===== config.mk =====
export PLATFORM = sky130hd
export DESIGN_NAME = gmst_fifo
export DESIGN_NICKNAME = d
export VERILOG_FILES = /design/src/sv/assert_macros.svh /design/src/sv/gmst_pkg.sv /design/src/sv/gmst_fifo.sv
export SDC_FILE = /design/constraint.sdc
export NUM_CORES = 1
export LEC_CHECK = 0
export CAP_MARGIN = 25
export CELL_PAD_IN_SITES_DETAIL_PLACEMENT = 2
export CELL_PAD_IN_SITES_GLOBAL_PLACEMENT = 2
export CORE_MARGIN = 5
export CORE_UTILIZATION = 54
export DETAILED_ROUTE_END_ITERATION = 7
export DONT_BUFFER_PORTS = 1
export PLACE_DENSITY = 0.92
export SYNTH_ARGS = -nofsm -noshare
export SYNTH_HDL_FRONTEND = slang
export SYNTH_SLANG_ARGS = --single-unit

===== constraint.sdc =====
create_clock -name clk -period 12.6 [get_ports clk]
set_clock_uncertainty 0.15 [all_clocks]
set_input_delay 0 -clock clk [delete_from_list [all_inputs] [get_ports clk]]
set_output_delay 0 -clock clk [all_outputs]
set_load 0.03 [all_outputs]

===== src/sv/assert_macros.svh =====
// Assertion helpers: clocked on clk, quiet while rst is high.
`ifndef ASSERT_MACROS_SVH
`define ASSERT_MACROS_SVH
`ifndef SYNTHESIS
`define GMST_ASSERT_IMPLY(lbl, ante, cons, msg) \
  lbl: assert property (@(posedge clk) disable iff (rst) (ante) |-> (cons)) \
    else $error(msg);
`define GMST_ASSERT_NEXT(lbl, ante, cons, msg) \
  lbl: assert property (@(posedge clk) disable iff (rst) (ante) |=> (cons)) \
    else $error(msg);
`else
`define GMST_ASSERT_IMPLY(lbl, ante, cons, msg)
`define GMST_ASSERT_NEXT(lbl, ante, cons, msg)
`endif
`endif


===== src/sv/gmst_pkg.sv =====
`default_nettype none
package gmst_pkg;

  localparam int SAMPLE_W = 32;
  localparam int ROW_W    = 16;
  localparam int COL_W    = 10;
  localparam int METRIC_W = 36;
  localparam int SQ_W     = 34;
  localparam int QDEPTH   = 4;
  localparam int QAW      = $clog2(QDEPTH);
  localparam int QCW      = $clog2(QDEPTH + 1);

  // Which grid position a result belongs to, relative to the input position.
  typedef enum logic [1:0] {
    RES_UP,
    RES_LEFT,
    RES_HERE
  } res_kind_t;

  typedef enum logic [1:0] {
    DM_ZERO,
    DM_ONE,
    DM_CEN
  } diff_mode_t;

  // Column stencil of the row above.
  typedef enum logic [1:0] {
    EY_ZERO,
    EY_FIRST,
    EY_LAST,
    EY_MID
  } ey_sel_t;

  typedef struct packed {
    logic [1:0] n;
    res_kind_t  kind0;
    res_kind_t  kind1;
    res_kind_t  kind2;
    logic       r_is1;
    logic       rgt1;
    logic       cgt1;
    logic       c_is1;
    ey_sel_t    ey_sel;
  } item_class_t;

  typedef struct packed {
    item_class_t         cls;
    logic [SAMPLE_W-1:0] cur;
    logic [SAMPLE_W-1:0] up;
    logic [SAMPLE_W-1:0] r2;
    logic [SAMPLE_W-1:0] pn;
    logic [SAMPLE_W-1:0] pm1;
    logic [SAMPLE_W-1:0] rs0;
    logic [SAMPLE_W-1:0] rs1;
    logic [ROW_W-1:0]    row;
    logic [COL_W-1:0]    col;
  } entry_t;

  // One component of a difference in units of 2^-16.
  function automatic logic signed [17:0] comp_diff(input logic [15:0] a,
                                                   input logic [15:0] b,
                                                   input diff_mode_t m);
    logic signed [16:0] d;
    d = $signed({a[15], a}) - $signed({b[15], b});
    case (m)
      DM_ONE:  comp_diff = {d, 1'b0};
      DM_CEN:  comp_diff = {d[16], d};
      default: comp_diff = '0;
    endcase
  endfunction

endpackage
`default_nettype wire


===== src/sv/gmst_fifo.sv =====
`default_nettype none
module gmst_fifo (
  input  wire logic              clk,
  input  wire logic              rst,
  input  wire logic              push,
  input  wire gmst_pkg::entry_t  push_entry,
  output logic                   full,
  input  wire logic              pop,
  output logic                   valid,
  output gmst_pkg::entry_t       head
);

  gmst_pkg::entry_t             mem [gmst_pkg::QDEPTH];
  logic [gmst_pkg::QAW-1:0]     wr_ptr;
  logic [gmst_pkg::QAW-1:0]     rd_ptr;
  logic [gmst_pkg::QCW-1:0]     count;

  assign full  = (count == gmst_pkg::QCW'(gmst_pkg::QDEPTH));
  assign valid = (count != '0);
  assign head  = mem[rd_ptr];

  always_ff @(posedge clk) begin
    if (push) begin
      mem[wr_ptr] <= push_entry;
    end
  end

  always_ff @(posedge clk) begin
    if (rst) begin
      wr_ptr <= '0;
      rd_ptr <= '0;
      count  <= '0;
    end else begin
      if (push) begin
        wr_ptr <= wr_ptr + gmst_pkg::QAW'(1);
      end
      if (pop) begin
        rd_ptr <= rd_ptr + gmst_pkg::QAW'(1);
      end
      count <= count + gmst_pkg::QCW'(push) - gmst_pkg::QCW'(pop);
    end
  end

endmodule
`default_nettype wire


==> impl_metrics.csv, run 1 <==
group,metric,value,unit
floorplan,fp.dieW,278,microns
synthesis,yosys.area.top_type,"edfxtp_1",
synthesis,synth_cell_types,21,
floorplan,start_util,54.4,%
synthesis,synthArstFlopShare,0,%
synthesis,synth_area,38800,sq um
floorplan,pin_count,534,
synthesis,ys_seq_area_share,82.1,%
synthesis,ys_seq_elements,1065,
synthesis,synth_edf_count,1056,
synthesis,syn_nets,1696,
outcome,lastStage,"3_5_place_dp",
place,port-buffer-count,0,
synthesis,synthMostInstantiatedCell,"edfxtp_1",
synthesis,synthTopCellsByCount,"edfxtp_1 (1056), mux4_2 (264), buf_12 (29), buf_2 (26), dfxtp_1 (9)",
floorplan,rows,98,
outcome,outcome,"aborted with a tool error",
synthesis,synth_area_leaders,"edfxtp_1 (82%), mux4_2 (15%), buf_12 (1.5%)",
place,gp_congestion,0.747,
synthesis,synth.avg_cell_area,27.3,sq um
synthesis,synth_flop_cell,"edfxtp_1",
place,dpl.hpwl,78200,microns
synthesis,synth_top_area_share,81.7,%
synthesis,synth_warnings,0,
floorplan,fp.dieH,278,microns
outcome,stop_error,"[ERROR DPL-0033] detailed placement checks failed during check placement.",
synthesis,syn_inst,1421,
## cell families after synthesis
family	after synthesis	synth area share [%]
compound gates	2	0.0387
xor+xnor	3	0.106
fa+ha+maj	7	0.245
buf+inv	65	1.95
flops	1065	82.1
mux	265	15.3
simple gates	14	0.197
## per-stage QoR
stage          hold WS [ps]  cell area [sq um]
2_1_floorplan         -78.4              38800
3_3_place_gp          -83.5              39500
==> run 2: changes to the inputs <==
--- a/config.mk
+++ b/config.mk
@@ -6,13 +6,11 @@
 export NUM_CORES = 1
 export LEC_CHECK = 0
 export CAP_MARGIN = 25
-export CELL_PAD_IN_SITES_DETAIL_PLACEMENT = 2
-export CELL_PAD_IN_SITES_GLOBAL_PLACEMENT = 2
 export CORE_MARGIN = 5
-export CORE_UTILIZATION = 54
+export CORE_UTILIZATION = 40
 export DETAILED_ROUTE_END_ITERATION = 7
 export DONT_BUFFER_PORTS = 1
-export PLACE_DENSITY = 0.92
+export PLACE_DENSITY_LB_ADDON = 0.15
 export SYNTH_ARGS = -nofsm -noshare
 export SYNTH_HDL_FRONTEND = slang
 export SYNTH_SLANG_ARGS = --single-unit
==> run 2 against run 1 <==
  * The run now ends clean
  * Synthesized area is the same
  * Synthesized cell count is the same
==> impl_metrics.csv, run 2 <==
group,metric,value,unit
worst_setup_path,path_class,"reg -> out",
outcome,outcome,"complete, no violations",
detailed_routing,wl_per_cell,24.9,microns
place,dpl.hpwl,50900,microns
cells_and_area,finalCoreUtilization,50.7,%
cells_and_area,fillers,7530,
floorplan,coreArea,96600,sq um
power_and_ir_drop,power_density,168,nW/um^2
synthesis,synth_cell_types,21,
worst_setup_path,path_max_fanout,34,
cells_and_area,area_growth,26.0,%
global_route,grt_max_degree,69,
sta,grt_setup_unrepaired,"false",
detailed_routing,vias_per_cell,5.08,
synthesis,synth_warnings,0,
detailed_routing,drt_pass1_iterations,5,
cells_and_area,reg.largest.list,"mem x1056, count x3",
worst_setup_path,worstSetupStartpointType,"flop",
cells_and_area,final_common_cell,"edfxtp_1",
sta,drv_slew,0,
synthesis,synth.avg_cell_area,27.3,sq um
place,dp.cells,2666,
detailed_routing,drcViolationCount,0,
sta,timing_hold_violations_final,0,
job,maxCapViolations,0,
detailed_routing,first_iter_violations,1172,
sta,fin_setup_tns,0,ps
floorplan,rows,114,
global_route,grt_pass1_vias,19000,
cells_and_area,finalNonFillerCells,3405,
detailed_routing,num_vias,17300,
power_and_ir_drop,leakage,15.5,nW
synthesis,synth_flop_cell,"edfxtp_1",
detailed_routing,ant_nets,0,
floorplan,die_area,103000,sq um
synthesis,ys_seq_elements,1065,
global_route,grt_util_all_layers,16.1,%
cells_and_area,regMostFlops,"mem",
clock_tree,cts_max_level,3,
power_and_ir_drop,p_total,8.23,mW
synthesis,synthMostInstantiatedCell,"edfxtp_1",
sta,min_period,3850,ps
synthesis,yosys.area.top_type,"edfxtp_1",
clock_tree,cts.path.max_buffers,3,
cells_and_area,layout-drive-gt1-share,21.3,%
worst_setup_path,end_kind,"primary output",
cells_and_area,nets,2311,
detailed_routing,detail_route.wirelength,84700,microns
synthesis,synthTopCellsByCount,"edfxtp_1 (1056), mux4_2 (264), buf_12 (29), buf_2 (26), dfxtp_1 (9)",
floorplan,fp.dieH,322,microns
clock_tree,ctsResizeCount,0,
worst_setup_path,cp.required,12450,ps
synthesis,synth_top_area_share,81.7,%
clock_tree,clk_latency,660,ps
worst_setup_path,cp_data_arrival_time,3700,ps
sta,relSlewSlack,29.0,%
clock_tree,numCtsBuffers,109,
clock_tree,cts_num_sinks,1065,
sta,fmaxAchievable,260,MHz
global_route,grt.overflow.total,0,
place,gp_congestion,0.748,
synthesis,synth_edf_count,1056,
hold_path,min_path_type,"in -> reg",
power_and_ir_drop,ir_drop,0.179,mV
sta,worstMarginPinSlew,1060,ps
synthesis,synth_area,38800,sq um
synthesis,syn_nets,1696,
synthesis,synthArstFlopShare,0,%
cells_and_area,final_cell_mix,"edfxtp_1 (1056), dlygate4sd3_1 (532), mux4_2 (264)",
clock_tree,tritoncts,"done",
sta,setup_viol,0,
global_route,grt_pass1_wl,125000,microns
synthesis,ys_seq_area_share,82.1,%
cells_and_area,largest_reg_flops,1056,
synthesis,syn_inst,1421,
sta,fin_crit_sh,30.5,%
synthesis,synth_area_leaders,"edfxtp_1 (82%), mux4_2 (15%), buf_12 (1.5%)",
global_route,antenna_found_initial,2,
floorplan,pin_count,534,
floorplan,fp.dieW,322,microns
clock_tree,path_clk_slew,60,ps
floorplan,start_util,40.2,%
place,port-buffer-count,0,
clock_tree,clk_root_buffer_cell,"clkbuf_16",
-- run 2: cell counts after synthesis --
No cell type changed its count.
-- run 2: metrics by stage --
stage	worst slack [ps]	hold slack, ps	instance area, sq um
after detailed placement	8640	-76.6	40000
after floorplan	5270	-78.4	38800
after global routing	8340	64.7	48900
after CTS	7880	27.9	48800
final	8750	95.0	48900
after global placement	8700	-77.8	39900
-- run 2: area by class of cell --
cell class	instances	area, sq um	share of cell area [%]
Tap cell	1276	1600	3.26
Timing Repair Buffer	563	5650	11.5
Clock inverter	63	664	1.36
Inverter	6	22.5	0.0460
Sequential cell	1065	31900	65.2
Antenna cell	2	5.00	0.0102
Clock buffer	139	2890	5.91
Multi-Input combinational cell	291	6190	12.7
-- run 2: layer usage --
metal,track usage (%),up-vias,part of all wire [%]
met4,3.93,0,2.0
met3,5.40,114,8.4
met1,20.7,9197,40
met5,0,-,0
li1,-,7436,-
met2,26.8,551,50
-- run 2: worst paths after layout --
check	from	endpoint	slack, ps	cells past startpoint
worst min-delay path	pop	flop	100	3
worst max-delay path	flop	head[143]	8750	4
worst max register to register	wr_ptr[0]	mem[3][258]	9030	4
worst min register to register	rd_ptr[1]	flop	370	2
-- run 2: critical path: stages (launching register included) --
cell	delay, ps
dfxtp_4	670
buf_12	290
buf_4	560
buf_4	700
mux4_2	740
-- run 2: cells by family (layout without fill, tap and decap cells) --
kind of cell	count (synthesis)	count (layout)	share of synthesized area (%)
muxes	265	265	15.3
adders and majority gates	7	7	0.245
AOI/OAI and AO/OA	2	2	0.0387
and+or+nand+nor	14	14	0.197
xor gates and xnor gates	3	3	0.106
other	0	2	0
DFF	1065	1065	82.1
buffers and inverters	65	771	1.95
-- run 2: power by group --
part	internal (mW)	switching [mW]	total, mW
clock network	1.88	1.29	3.18
logic	0.330	0.609	0.940
registers	4.08	0.0425	4.12
total	6.29	1.94	8.23
-- run 2: repair_timing --
| item | in CTS | in global routing |
|---|---|---|
| hold buffers | 532 | 0 |
| setup buffers | 0 | 0 |
| endpoints found under the hold margin | 1299 | 0 |
Power figures use the tool's default switching activity.
