File: config.mk
export PLATFORM = sky130hd
export DESIGN_NAME = gmst_back
export DESIGN_NICKNAME = d
export VERILOG_FILES = /design/src/sv/assert_macros.svh /design/src/sv/gmst_pkg.sv /design/src/sv/gmst_back.sv
export SDC_FILE = /design/constraint.sdc
export NUM_CORES = 2
export LEC_CHECK = 0
export BUFFER_PORTS_ARGS = -buffer_cell sky130_fd_sc_hd__buf_4
export CAP_MARGIN = 10
export CORE_MARGIN = 1.5
export CORE_UTILIZATION = 30
export CTS_CLUSTER_DIAMETER = 150
export DETAILED_ROUTE_END_ITERATION = 7
export PLACE_DENSITY = 0.46
export SYNTH_ARGS = -nofsm -noshare
export SYNTH_HDL_FRONTEND = slang
export SYNTH_SLANG_ARGS = --single-unit
File: constraint.sdc
create_clock -name clk -period 14.05 [get_ports clk]
set_input_delay 2.1075 -clock clk [delete_from_list [all_inputs] [get_ports clk]]
set_output_delay 2.1075 -clock clk [all_outputs]
set_load 0.005 [all_outputs]
File: src/sv/assert_macros.svh
// Assertion helpers: clocked on clk, quiet while rst is high.
`ifndef ASSERT_MACROS_SVH
`define ASSERT_MACROS_SVH
`ifndef SYNTHESIS
`define GMST_ASSERT_IMPLY(lbl, ante, cons, msg) \
  lbl: assert property (@(posedge clk) disable iff (rst) (ante) |-> (cons)) \
    else $error(msg);
`define GMST_ASSERT_NEXT(lbl, ante, cons, msg) \
  lbl: assert property (@(posedge clk) disable iff (rst) (ante) |=> (cons)) \
    else $error(msg);
`else
`define GMST_ASSERT_IMPLY(lbl, ante, cons, msg)
`define GMST_ASSERT_NEXT(lbl, ante, cons, msg)
`endif
`endif

File: src/sv/gmst_pkg.sv
`default_nettype none
package gmst_pkg;

  localparam int SAMPLE_W = 32;
  localparam int ROW_W    = 16;
  localparam int COL_W    = 10;
  localparam int METRIC_W = 36;
  localparam int SQ_W     = 34;
  localparam int QDEPTH   = 4;
  localparam int QAW      = $clog2(QDEPTH);
  localparam int QCW      = $clog2(QDEPTH + 1);

  // Which grid position a result belongs to, relative to the input position.
  typedef enum logic [1:0] {
    RES_UP,
    RES_LEFT,
    RES_HERE
  } res_kind_t;

  typedef enum logic [1:0] {
    DM_ZERO,
    DM_ONE,
    DM_CEN
  } diff_mode_t;

  // Column stencil of the row above.
  typedef enum logic [1:0] {
    EY_ZERO,
    EY_FIRST,
    EY_LAST,
    EY_MID
  } ey_sel_t;

  typedef struct packed {
    logic [1:0] n;
    res_kind_t  kind0;
    res_kind_t  kind1;
    res_kind_t  kind2;
    logic       r_is1;
    logic       rgt1;
    logic       cgt1;
    logic       c_is1;
    ey_sel_t    ey_sel;
  } item_class_t;

  typedef struct packed {
    item_class_t         cls;
    logic [SAMPLE_W-1:0] cur;
    logic [SAMPLE_W-1:0] up;
    logic [SAMPLE_W-1:0] r2;
    logic [SAMPLE_W-1:0] pn;
    logic [SAMPLE_W-1:0] pm1;
    logic [SAMPLE_W-1:0] rs0;
    logic [SAMPLE_W-1:0] rs1;
    logic [ROW_W-1:0]    row;
    logic [COL_W-1:0]    col;
  } entry_t;

  // One component of a difference in units of 2^-16.
  function automatic logic signed [17:0] comp_diff(input logic [15:0] a,
                                                   input logic [15:0] b,
                                                   input diff_mode_t m);
    logic signed [16:0] d;
    d = $signed({a[15], a}) - $signed({b[15], b});
    case (m)
      DM_ONE:  comp_diff = {d, 1'b0};
      DM_CEN:  comp_diff = {d[16], d};
      default: comp_diff = '0;
    endcase
  endfunction

endpackage
`default_nettype wire

File: src/sv/gmst_back.sv
`default_nettype none
module gmst_back (
  input  wire logic                         clk,
  input  wire logic                         rst,
  input  wire logic                         q_valid,
  input  wire gmst_pkg::entry_t             q_head,
  output logic                              q_pop,
  output logic                              out_vld,
  input  wire logic                         out_rdy,
  output logic [gmst_pkg::ROW_W-1:0]        out_row,
  output logic [gmst_pkg::COL_W-1:0]        out_col,
  output logic [gmst_pkg::METRIC_W-1:0]     out_metric,
  output logic                              out_last,
  output logic                              out_done
);

  logic [1:0]                    k;
  logic                          issue;
  logic                          is_last;
  logic                          o_free;
  logic                          p_free;
  gmst_pkg::res_kind_t           kind;

  logic [gmst_pkg::SAMPLE_W-1:0] xa;
  logic [gmst_pkg::SAMPLE_W-1:0] xb;
  logic [gmst_pkg::SAMPLE_W-1:0] ya;
  logic [gmst_pkg::SAMPLE_W-1:0] yb;
  gmst_pkg::diff_mode_t          xm;
  gmst_pkg::diff_mode_t          ym;
  logic [gmst_pkg::ROW_W-1:0]    sel_row;
  logic [gmst_pkg::COL_W-1:0]    sel_col;
  logic                          sel_done;

  logic signed [17:0]            d   [4];
  logic signed [35:0]            prd [4];

  logic                          p_vld;
  logic [gmst_pkg::SQ_W-1:0]     p_sq [4];
  logic [gmst_pkg::ROW_W-1:0]    p_row;
  logic [gmst_pkg::COL_W-1:0]    p_col;
  logic                          p_last;
  logic                          p_done;

  assign o_free  = !out_vld || out_rdy;
  assign p_free  = !p_vld || o_free;
  assign issue   = q_valid && p_free;
  assign is_last = (k == q_head.cls.n - 2'd1);
  assign q_pop   = issue && is_last;

  always_comb begin
    case (k)
      2'd0:    kind = q_head.cls.kind0;
      2'd1:    kind = q_head.cls.kind1;
      default: kind = q_head.cls.kind2;
    endcase
  end

  // Pick the two difference pairs of the result in hand.
  always_comb begin
    xa       = q_head.cur;
    xb       = q_head.up;
    xm       = gmst_pkg::DM_ZERO;
    ya       = q_head.cur;
    yb       = q_head.rs0;
    ym       = gmst_pkg::DM_ZERO;
    sel_row  = q_head.row;
    sel_col  = q_head.col;
    sel_done = 1'b0;
    case (kind)
      gmst_pkg::RES_UP: begin
        sel_row = q_head.row - gmst_pkg::ROW_W'(1);
        xb      = q_head.cls.r_is1 ? q_head.up : q_head.r2;
        xm      = q_head.cls.r_is1 ? gmst_pkg::DM_ONE : gmst_pkg::DM_CEN;
        case (q_head.cls.ey_sel)
          gmst_pkg::EY_FIRST: begin
            ya = q_head.pn;
            yb = q_head.up;
            ym = gmst_pkg::DM_ONE;
          end
          gmst_pkg::EY_LAST: begin
            ya = q_head.up;
            yb = q_head.pm1;
            ym = gmst_pkg::DM_ONE;
          end
          gmst_pkg::EY_MID: begin
            ya = q_head.pn;
            yb = q_head.pm1;
            ym = gmst_pkg::DM_CEN;
          end
          default: begin
            ym = gmst_pkg::DM_ZERO;
          end
        endcase
      end
      gmst_pkg::RES_LEFT: begin
        sel_col = q_head.col - gmst_pkg::COL_W'(1);
        xa      = q_head.rs0;
        xb      = q_head.pm1;
        xm      = q_head.cls.rgt1 ? gmst_pkg::DM_ONE : gmst_pkg::DM_ZERO;
        yb      = q_head.cls.c_is1 ? q_head.rs0 : q_head.rs1;
        ym      = q_head.cls.c_is1 ? gmst_pkg::DM_ONE : gmst_pkg::DM_CEN;
      end
      gmst_pkg::RES_HERE: begin
        sel_done = 1'b1;
        xm       = q_head.cls.rgt1 ? gmst_pkg::DM_ONE : gmst_pkg::DM_ZERO;
        ym       = q_head.cls.cgt1 ? gmst_pkg::DM_ONE : gmst_pkg::DM_ZERO;
      end
      default: begin
        sel_done = 1'b0;
      end
    endcase
  end

  always_comb begin
    d[0] = gmst_pkg::comp_diff(xa[15:0],  xb[15:0],  xm);
    d[1] = gmst_pkg::comp_diff(xa[31:16], xb[31:16], xm);
    d[2] = gmst_pkg::comp_diff(ya[15:0],  yb[15:0],  ym);
    d[3] = gmst_pkg::comp_diff(ya[31:16], yb[31:16], ym);
    for (int i = 0; i < 4; i++) begin
      prd[i] = d[i] * d[i];
    end
  end

  always_ff @(posedge clk) begin
    if (rst) begin
      k       <= '0;
      p_vld   <= 1'b0;
      out_vld <= 1'b0;
    end else begin
      if (issue) begin
        k <= is_last ? 2'd0 : k + 2'd1;
      end
      if (p_free) begin
        p_vld <= issue;
      end
      if (o_free) begin
        out_vld <= p_vld;
      end
    end
  end

  always_ff @(posedge clk) begin
    if (issue) begin
      for (int i = 0; i < 4; i++) begin
        p_sq[i] <= prd[i][gmst_pkg::SQ_W-1:0];
      end
      p_row  <= sel_row;
      p_col  <= sel_col;
      p_last <= is_last;
      p_done <= sel_done;
    end
    if (p_vld && o_free) begin
      out_metric <= gmst_pkg::METRIC_W'(p_sq[0]) + gmst_pkg::METRIC_W'(p_sq[1])
                  + gmst_pkg::METRIC_W'(p_sq[2]) + gmst_pkg::METRIC_W'(p_sq[3]);
      out_row    <= p_row;
      out_col    <= p_col;
      out_last   <= p_last;
      out_done   <= p_done;
    end
  end

endmodule
`default_nettype wire

[Word level (Yosys, flattened, before mapping)]
Memory sizes are Yosys's and may differ from the RTL's.
Cells that the tools add are included.
Word-level totals
  latch bits: 0
  output and inout port bits: 66
  memory bits (read-only): 0
  RAM bits: 136
  memories kept: 1
  register bits: 96
Memory list
  p_sq: depth 4, bits a word 34, rd ports 4, clocked after memory_dff 0, wr ports 4, RTL line gmst_back.sv:38  | logic [gmst_pkg::SQ_W-1:0] p_sq [4];
Cells by class
  equal/unequal tests: 11
  shift-type cells: 0
  divide/modulo/power cells: 0
  add/sub/neg operators: 11
  order comparisons: 0
  bitwise operators: 0
  multiply operators: 4
  reduce and logical (&&, ||, !) cells: 13
  multiplexer cells: 26
Operators by type and width (number)
  $pmux W32 S2: 4
  $pmux W18 S2: 4
  $mul A18 B18 Y34: 4
  $mux W32: 4
  $sub A16 B16 Y17: 4
  $add A35 B34 Y36: 1
  $add A36 B34 Y36: 1
  $add A34 B34 Y35: 1
  $mux W16: 1
  $sub A16 B1 Y16 const B: 1
  $pmux W2 S2: 3
  $eq A2 B1 Y1 const B: 5
  $eq A2 B2 Y1 const B: 5
  $mux W10: 1
  $sub A10 B1 Y10 const B: 1
  $reduce_or A2 Y1: 4
  $mux W2: 3
  $pmux W2 S3: 1
  $mux W1: 5
  $logic_not A2 Y1: 2
  $logic_and A1 B1 Y1: 3
  $add A2 B1 Y2 const B: 1
  $eq A2 B2 Y1: 1
  $logic_not A1 Y1: 2
  other kinds (2): 3

[Depth between registers and ports, before layout]
  word-level depth: 8
  mapped depth: 49
  depth with buffers taken out: 48

[Least setup slack after synthesis]
OpenSTA, ideal clock, no wires.
  kind: input to register
  from: in q_head[259] in the netlist's numbering
  to: mem p_sq[1][33] in the netlist's numbering (data pin)
  data required time: 13782 ps
  arrival time: 11543 ps
  stages: 42
  buffers on the path: 3
  setup slack: 2239 ps
  cells stage by stage: a22oi_1 nand2_1 inv_1 ha_1 clkbuf_1 clkbuf_1 clkbuf_1 mux2i_1 ha_1 inv_1 fa_1 a211oi_1 nor2_1 o21a_1 nor4_1 nor2_1 xor2_1 a22oi_1 [... 6 more ...] fa_1 inv_1 fa_1 fa_1 inv_1 fa_1 inv_1 ha_1 a21oi_1 nor2b_1 o21ai_0 nand2b_1 a2111o_1 a221oi_1 o21ai_1 o2111ai_1 nand2_1 xnor3_1
RTL lines
  start: declaration: RTL line gmst_back.sv:6  | input wire gmst_pkg::entry_t q_head,
  end: declaration: RTL line gmst_back.sv:38

==> results.py <==
metrics = {
    "run_status": {
        "status": "finished, final reports clean",
    },
    "placed_design": {
        "gp_congestion": 0.938,
        "placed_cell_area_um2": 64500,
        "dpl_worst_slack_ns": 0.413,
        "dp.cells": 8899,
        "place_hpwl_mm": 188,
        "io_buffer_count": 333,
    },
    "hold_path": {
        "hold_path_depth": 0,
        "hold_end": "out_col[0]",
        "hp-start": "p_col[0]",
        "hp-class": "reg2reg",
    },
    "die": {
        "dieArea_um2": 195000,
        "core-area_um2": 191000,
        "ios": 334,
        "chipWidth_um": 442,
        "rows": 160,
        "die-height_um": 442,
        "start_util_pct": 30.3,
    },
    "yosys": {
        "synth_flop_cell": "edfxtp_1",
        "synth_seq_area_share_pct": 11.8,
        "ys_types": 85,
        "yosysMostFrequentCell": "inv_1",
        "synth_area_leader_cell": "fa_1",
        "synth_edf_count": 224,
        "avgSynthCellArea_um2": 9.64,
        "syn_area_um2": 57700,
        "synthTopCellsByArea": "fa_1 (42%), edfxtp_1 (12%), ha_1 (11%)",
        "yosysWarnings": 0,
        "synthCells": 5985,
        "synth_commonest_cells": "inv_1 (1486), fa_1 (1200), ha_1 (505)",
        "synth_top_area_share_pct": 41.6,
        "synthArstFlopShare_pct": 0,
        "ys_seq_elements": 228,
    },
    "sta": {
        "hold_violations": 0,
        "whs_ns": 0.417,
        "worst_slack_ns": 1.04,
        "slew_violations": 0,
        "grt_setup_unrepaired": "no",
        "min_period_ns": 13.01,
        "fmax_mhz": 76.9,
        "setup_violations": 0,
        "fin_setup_tns_ns": 0,
        "fin_skew_ns": 0.0272,
        "relSlewSlack_pct": 20.8,
        "timing.final.crit_share_pct": 92.6,
        "worst_pin_slew_ns": 1.19,
    },
    "setup_path": {
        "reg2reg_depth": 43,
        "arrival_ns": 13.33,
        "critPathCaptureType": "flop",
        "slowest_delay_ns": 0.65,
        "start_kind": "input pin",
        "worstPathMaxFanout": 18,
        "cp_num_buf_inv": 10,
        "worst_path_dominant_cell_family": "adder cells",
        "r2r_slack_ns": 1.96,
        "criticalPathCategory": "in2reg",
        "cp.required_ns": 14.38,
        "reg2reg_from": "k[1]",
        "r2r-end": "p_sq[3][33]",
        "crit_path_top_delay_cell": "ha_2",
    },
    "power_and_ir_drop": {
        "powerDensity_nw_per_um2": 136,
        "max-vdd-ir-drop_uv": 199,
        "p_leak_nw": 33.3,
        "power_mw": 8.90,
    },
    "clock_tree": {
        "clk_latency_ns": 0.61,
        "cts_inserted_buffers": 30,
        "cts_tree": "yes",
        "cts_max_level": 1,
        "cts_setup_buffers": 0,
        "cts_hold_buffers": 0,
        "clock-root-buffer": "clkbuf_16",
        "cts_max_path_buffers": 3,
        "postCtsResizedCells": 0,
        "cts.sinks": 228,
        "clkSlewWorstSetupHoldPaths_ns": 0.06,
    },
    "grt": {
        "grt_max_degree": 90,
        "antenna_found_initial": 9,
        "grt_pass1_wl_mm": 311,
        "gr-total-overflow": 0,
        "grt_pass1_vias": 46434,
        "grt.total_usage_pct": 21.9,
    },
    "job": {
        "maxCapViolCount": 0,
    },
    "cells_and_area": {
        "post-route-cell-area_um2": 65500,
        "final_nets": 8393,
        "drive_gt1_share_pct": 11.1,
        "stdcell_count": 8958,
        "fin_util_pct": 34.4,
        "nFillCells": 19900,
        "syn_to_final_growth_pct": 13.5,
    },
    "detailed_routing": {
        "firstDrtPassIters": 7,
        "antenna_left": 0,
        "num_vias": 42903,
        "via_per_inst": 4.79,
        "drt-total-wl_mm": 212,
        "wl_per_cell_um": 23.6,
        "drtIter0Drc": 2648,
        "post-route-drc-count": 0,
    },
}
==> layer usage <==
metal  track usage (%)  vias to the layer above  part of all wire [%]
li1                  -                    19522                     -
met1              27.5                    21995                    41
met2              38.0                     1130                    49
met3              1.81                      256                   4.0
met4              10.2                        0                   5.9
met5                 0                        -                     0
==> power breakdown <==
group / switching, mW / internal, mW / total [mW]
clock network: 0.331 / 0.475 / 0.806
logic: 4.12 / 2.58 / 6.69
registers: 0.225 / 1.18 / 1.40
==> sequential cells by signal, indices dropped and copies added (netlist names) <==
name,flops
p_last,1
out_vld,1
k,2
p_row,16
out_metric,36
p_sq,132
out_col,10
out_row,16
p_col,10
p_vld,1
p_done,1
out_last,1
out_done,1
==> area by class of cell <==
cell class	instances	area [um^2]	share of cell area, %
Antenna cell	5	12.5	0.0191
Clock buffer	34	776	1.18
Timing Repair Buffer	540	4070	6.21
Sequential cell	228	6810	10.4
Clock inverter	20	258	0.393
Tap cell	2511	3140	4.80
Multi-Input combinational cell	4127	44800	68.4
Inverter	1493	5610	8.56
==> cell families (layout without fill, tap and decap cells) <==
kind of cell	after synthesis	count (layout)	share of synthesized area [%]
AND/OR/NAND/NOR	1288	1288	9.72
multiplexers	63	63	1.21
adder cells (fa/ha/maj)	1705	1705	52.6
AO/OA/AOI/OAI	785	785	9.71
other	2	8	0.0130
flip-flops	228	228	11.8
XOR/XNOR	283	283	4.32
buffers and inverters	1631	2087	10.6
==> placed cells by master, fill, tap and decap left out, types with 16 or more instances in the layout <==
master,instances
inv_1,1485
fa_1,1200
buf_4,539
ha_1,497
nand2_1,482
nor2_1,476
edfxtp_1,224
xnor2_1,220
a21oi_1,188
a22o_1,92
o21ai_0,86
a21o_1,84
nand2b_1,73
xor2_1,62
mux2_2,55
a22oi_1,51
nor3_1,47
o21a_1,47
and2_1,46
a222oi_1,36
nor2b_1,32
a221oi_1,32
clkbuf_16,30
or3_1,26
a211oi_1,24
o21bai_1,20
nand3_1,18
or2_2,18
and3_1,18
a31oi_1,16
==> worst max path at each step <==
stage                   to  cells past startpoint   startpoint
2_1_floorplan  p_sq[1][33]                     42  q_head[259]
3_3_place_gp   p_sq[2][32]                     39  q_head[258]
3_5_place_dp   p_sq[3][32]                     43  q_head[259]
4_1_cts        p_sq[3][32]                     42  q_head[259]
5_1_grt        p_sq[3][32]                     42  q_head[259]
6_report       p_sq[3][33]                     42  q_head[259]
(Power assumes the default switching activity.)
